$ cat src/hw/rtl/serx_ram.sv
// generic single-write single-read ram with registered read data
module serx_ram #(
  parameter int unsigned WIDTH = 8,
  parameter int unsigned DEPTH = 16
) (
  input  logic                     clk_i,
  input  logic                     we_i,
  input  logic [$clog2(DEPTH)-1:0] waddr_i,
  input  logic [WIDTH-1:0]         wdata_i,
  input  logic                     re_i,
  input  logic [$clog2(DEPTH)-1:0] raddr_i,
  output logic [WIDTH-1:0]         rdata_o
);

  logic [WIDTH-1:0] mem_q [DEPTH];
  logic [WIDTH-1:0] rdata_q;

  always_ff @(posedge clk_i) begin
    if (we_i) begin
      mem_q[waddr_i] <= wdata_i;
    end
    if (re_i) begin
      rdata_q <= mem_q[raddr_i];
    end
  end

  assign rdata_o = rdata_q;

endmodule

$ cat config.mk
export PLATFORM = sky130hd
export DESIGN_NAME = serx_ram
export DESIGN_NICKNAME = d
export VERILOG_FILES = /design/src/hw/rtl/serx_ram.sv
export SDC_FILE = /design/constraint.sdc
export NUM_CORES = 1
export LEC_CHECK = 0
export BUFFER_PORTS_ARGS = -buffer_cell sky130_fd_sc_hd__buf_2
export CELL_PAD_IN_SITES_DETAIL_PLACEMENT = 2
export CELL_PAD_IN_SITES_GLOBAL_PLACEMENT = 2
export CORE_UTILIZATION = 25
export CTS_BUF_LIST = sky130_fd_sc_hd__clkbuf_8
export DETAILED_ROUTE_END_ITERATION = 8
export PLACE_DENSITY = 0.55
export SETUP_SLACK_MARGIN = 0.3
export SYNTH_ARGS = -nofsm -noshare
export SYNTH_HDL_FRONTEND = slang
export SYNTH_SLANG_ARGS = --single-unit
$ cat constraint.sdc
create_clock -name clk_i -period 1.91 [get_ports clk_i]
set_clock_uncertainty 0.2 [all_clocks]
set_input_delay 0.0955 -clock clk_i [delete_from_list [all_inputs] [get_ports clk_i]]
set_output_delay 0.0955 -clock clk_i [all_outputs]
set_load 0.01 [all_outputs]
==> results.py <==
metrics = {
    "run_status": {
        "status": "completed",
    },
    "synthesis": {
        "ys_seq_area_frac": 0.781,
        "syn-cell-area_um2": 5230,
        "ys.warnings.count": 0,
        "syn-num-nets": 248,
        "syn-instance-count": 229,
        "syn_area_per_cell_um2": 22.8,
        "ys_seq_elements": 136,
        "synth_cell_types": 18,
    },
    "final_layout": {
        "leading_cell_types_in_the_layout_fill_and_taps_excluded": "136 x sky130_fd_sc_hd__edfxtp_1, 26 x sky130_fd_sc_hd__buf_2, 25 x sky130_fd_sc_hd__mux4_2",
        "fraction_of_layout_instances_using_a_drive_strength_above_1": 0.375,
        "syn2layout_area_growth_pct": 22.0,
        "layout_commonest_cell": "sky130_fd_sc_hd__edfxtp_1",
        "finalNetCount": 319,
        "antenna-diode-count": 0,
    },
    "clocking": {
        "cts.sinks": 136,
        "clkTransAtPathRegs_ns": 0.08,
        "cts_tree": "done",
        "numCtsBuffers": 17,
        "cts.root.buffer_cell": "sky130_fd_sc_hd__clkbuf_8",
        "buffer_depth_of_the_longest_clock_path": 2,
        "post_cts_buffers": 0,
        "worstSkewPairLatency_ns": 0.45,
        "cts_max_level": 4,
    },
    "pwr": {
        "power_mw": 6.12,
        "netSwitchingPower_mw": 1.33,
        "powerDensity_nw_per_um2": 960,
        "clockPowerShare": 0.386,
        "comb_power_share": 0.062,
        "cell_internal_pwr_mw": 4.79,
        "peakVddDrop_v": 0.000387,
        "sw_frac_of_total": 0.217,
        "power.share.sequential": 0.552,
        "power.leakage_nw": 2.06,
    },
    "floorplan": {
        "starting_density_of_the_core": 0.257,
        "fp-row-count": 52,
        "dieArea_um2": 21500,
        "floorplan.die.width_um": 147,
        "core_area_um2": 20400,
        "ioPinCount": 27,
        "floorplan.die.height_um": 147,
    },
    "timing": {
        "period_minus_slack_ns": 1.70,
        "slew_violations": 0,
        "unrepaired_setup_endpoints_after_global_routing": "true",
        "postLayoutSetupSlackWorst_ns": 0.211,
        "maxSlewHeadroom": 0.659,
        "min_period_over_period": 0.890,
        "hold_fails_final_rpt": 0,
        "tns_ns": 0,
        "clock.fmax_mhz": 589,
        "worst_pin_slew_ns": 0.511,
        "timing.final.setup_violations": 0,
    },
    "global_routing": {
        "track_usage": 0.121,
        "largest_net_degree_at_the_start_of_global_routing": 20,
        "overall_overflow_remaining_after_global_route": 0,
        "number_of_global_route_vias_before_repair": 2775,
        "number_of_antenna_violations_at_the_first_check_in_global_routing": 0,
        "grt_first_pass_wirelength_um": 18000,
    },
    "detailed_routing": {
        "wl_per_cell_um": 20.6,
        "drcViolationCount": 0,
        "drt-pass1-iter-count": 4,
        "detail-route-antenna-nets": 0,
        "route.vias.total": 2514,
        "detailedRoute.firstIterationViolations": 113,
        "drt-total-wl_um": 12000,
        "route.detailed.vias_per_inst": 4.32,
    },
    "placed_design": {
        "port_buffers": 26,
        "dpl_worst_slack_ns": -0.0743,
        "hpwl_um": 7710,
        "routabilityCongestion": 0.660,
    },
    "setup_path": {
        "critPathMaxStageDelay_ns": 0.48,
        "path_depth": 4,
        "sort_of_element_at_the_end_of_the_critical_path": "flop",
        "critPathSlowestCell": "sky130_fd_sc_hd__mux4_2",
        "critical-path-top-delay-family": "multiplexers",
        "critical_path_required_ns": 1.90,
        "critical_path_class": "flop to flop",
        "path_cells": "mux4_2 -> a22oi_2 -> buf_4 -> nand2_4",
        "worst-path-buf-inv": 1,
        "reg2reg_depth": 4,
        "cp-start-kind": "flop",
        "maximum_fanout_encountered_on_the_critical_timing_path": 1,
        "arrival_ns": 1.69,
    },
    "hold_path": {
        "hold_path_depth": 4,
        "min_path_type": "primary input to flop",
    },
    "job": {
        "timing.max_cap.violations": 0,
    },
}
flip-flops by register name (all words and copies together), names as in the netlist:
signal / cells
rdata_o: 8
mem_q: 128
kinds of logic after synthesis:
| group | count (synthesis) | share of synthesized area |
|---|---|---|
| mux | 32 | 0.148 |
| flops | 136 | 0.781 |
| compound gates | 16 | 0.0230 |
| simple gates | 35 | 0.0314 |
| buf+inv | 10 | 0.0165 |
stage by stage:
step,instance area [um2],cells,util,hold slack [ns]
after global placement,5850,540,0.287,0.287
after floorplan,5230,229,-,-0.00563
after detailed placement,5850,540,0.287,0.284
after CTS,6380,582,0.313,0.102
after global routing,6380,582,0.313,0.133
final,6380,582,0.313,0.133
synthesized netlist by cell type (all sizes together):
master,instances,share of area
edfxtp,136,0.78
mux4,32,0.15
a22oi,16,0.023
nor2,13,0.0093
nand2,9,0.0065
buf,7,0.011
nor3,4,0.0038
clkdlybuf4s25,3,0.0057
nand2b,2,0.0024
nand3b,2,0.0029
and2,1,0.0012
and2b,1,0.0014
nand3,1,0.00096
nor2b,1,0.0012
or3b,1,0.0017
area by class of cell:
type	instances	area (um2)
flip-flops and latches	136	4080
well taps	270	338
fillers	2023	14000
clock buffers	17	234
multi-input cells	83	1080
repair buffers	62	478
clock inverters	14	159
power by group through the flow:
stage / sequential [mW] / combinational (mW) / clock (mW)
after floorplan: 3.44 / 0.170 / 0
after global placement: 3.44 / 0.344 / 0
after detailed placement: 3.44 / 0.353 / 0
after CTS: 3.38 / 0.388 / 2.43
after global routing: 3.38 / 0.411 / 2.54
final: 3.38 / 0.381 / 2.36
final timing paths:
check,slack (ns),endpoint,start
max reg2reg,0.21,rdata_o[6]$_DFFE_PP_,mem_q[3][6]$_DFFE_PP_
min,0.13,mem_q[15][0]$_DFFE_PP_,waddr_i[2]
min reg2reg,0.57,rdata_o[1]$_DFFE_PP_,mem_q[13][1]$_DFFE_PP_
max,0.21,rdata_o[6]$_DFFE_PP_,mem_q[3][6]$_DFFE_PP_
worst reg2reg max path: cells and delay by family, from the launching register on:
family                 cells  cell delay [ns]
AO/OA/AOI/OAI              1             0.18
flip-flops                 1             0.36
AND/OR/NAND/NOR            1             0.06
multiplexers               1             0.48
buffers and inverters      1             0.16
metal layers:
metal	track usage	wire length (um)	vias to the layer above
met2	0.199	6090	53
met1	0.153	5280	1342
li1	-	-	1112
met5	0	0	-
met3	0.0363	523	7
met4	0.0391	120	0
repair_timing:
item                       CTS  global route
hold endpoints to repair   141             0
hold buffers                11             0
pin swaps                    7             5
setup endpoints to repair    8             8
resized for setup           16             2
(Power assumes the default switching activity.)
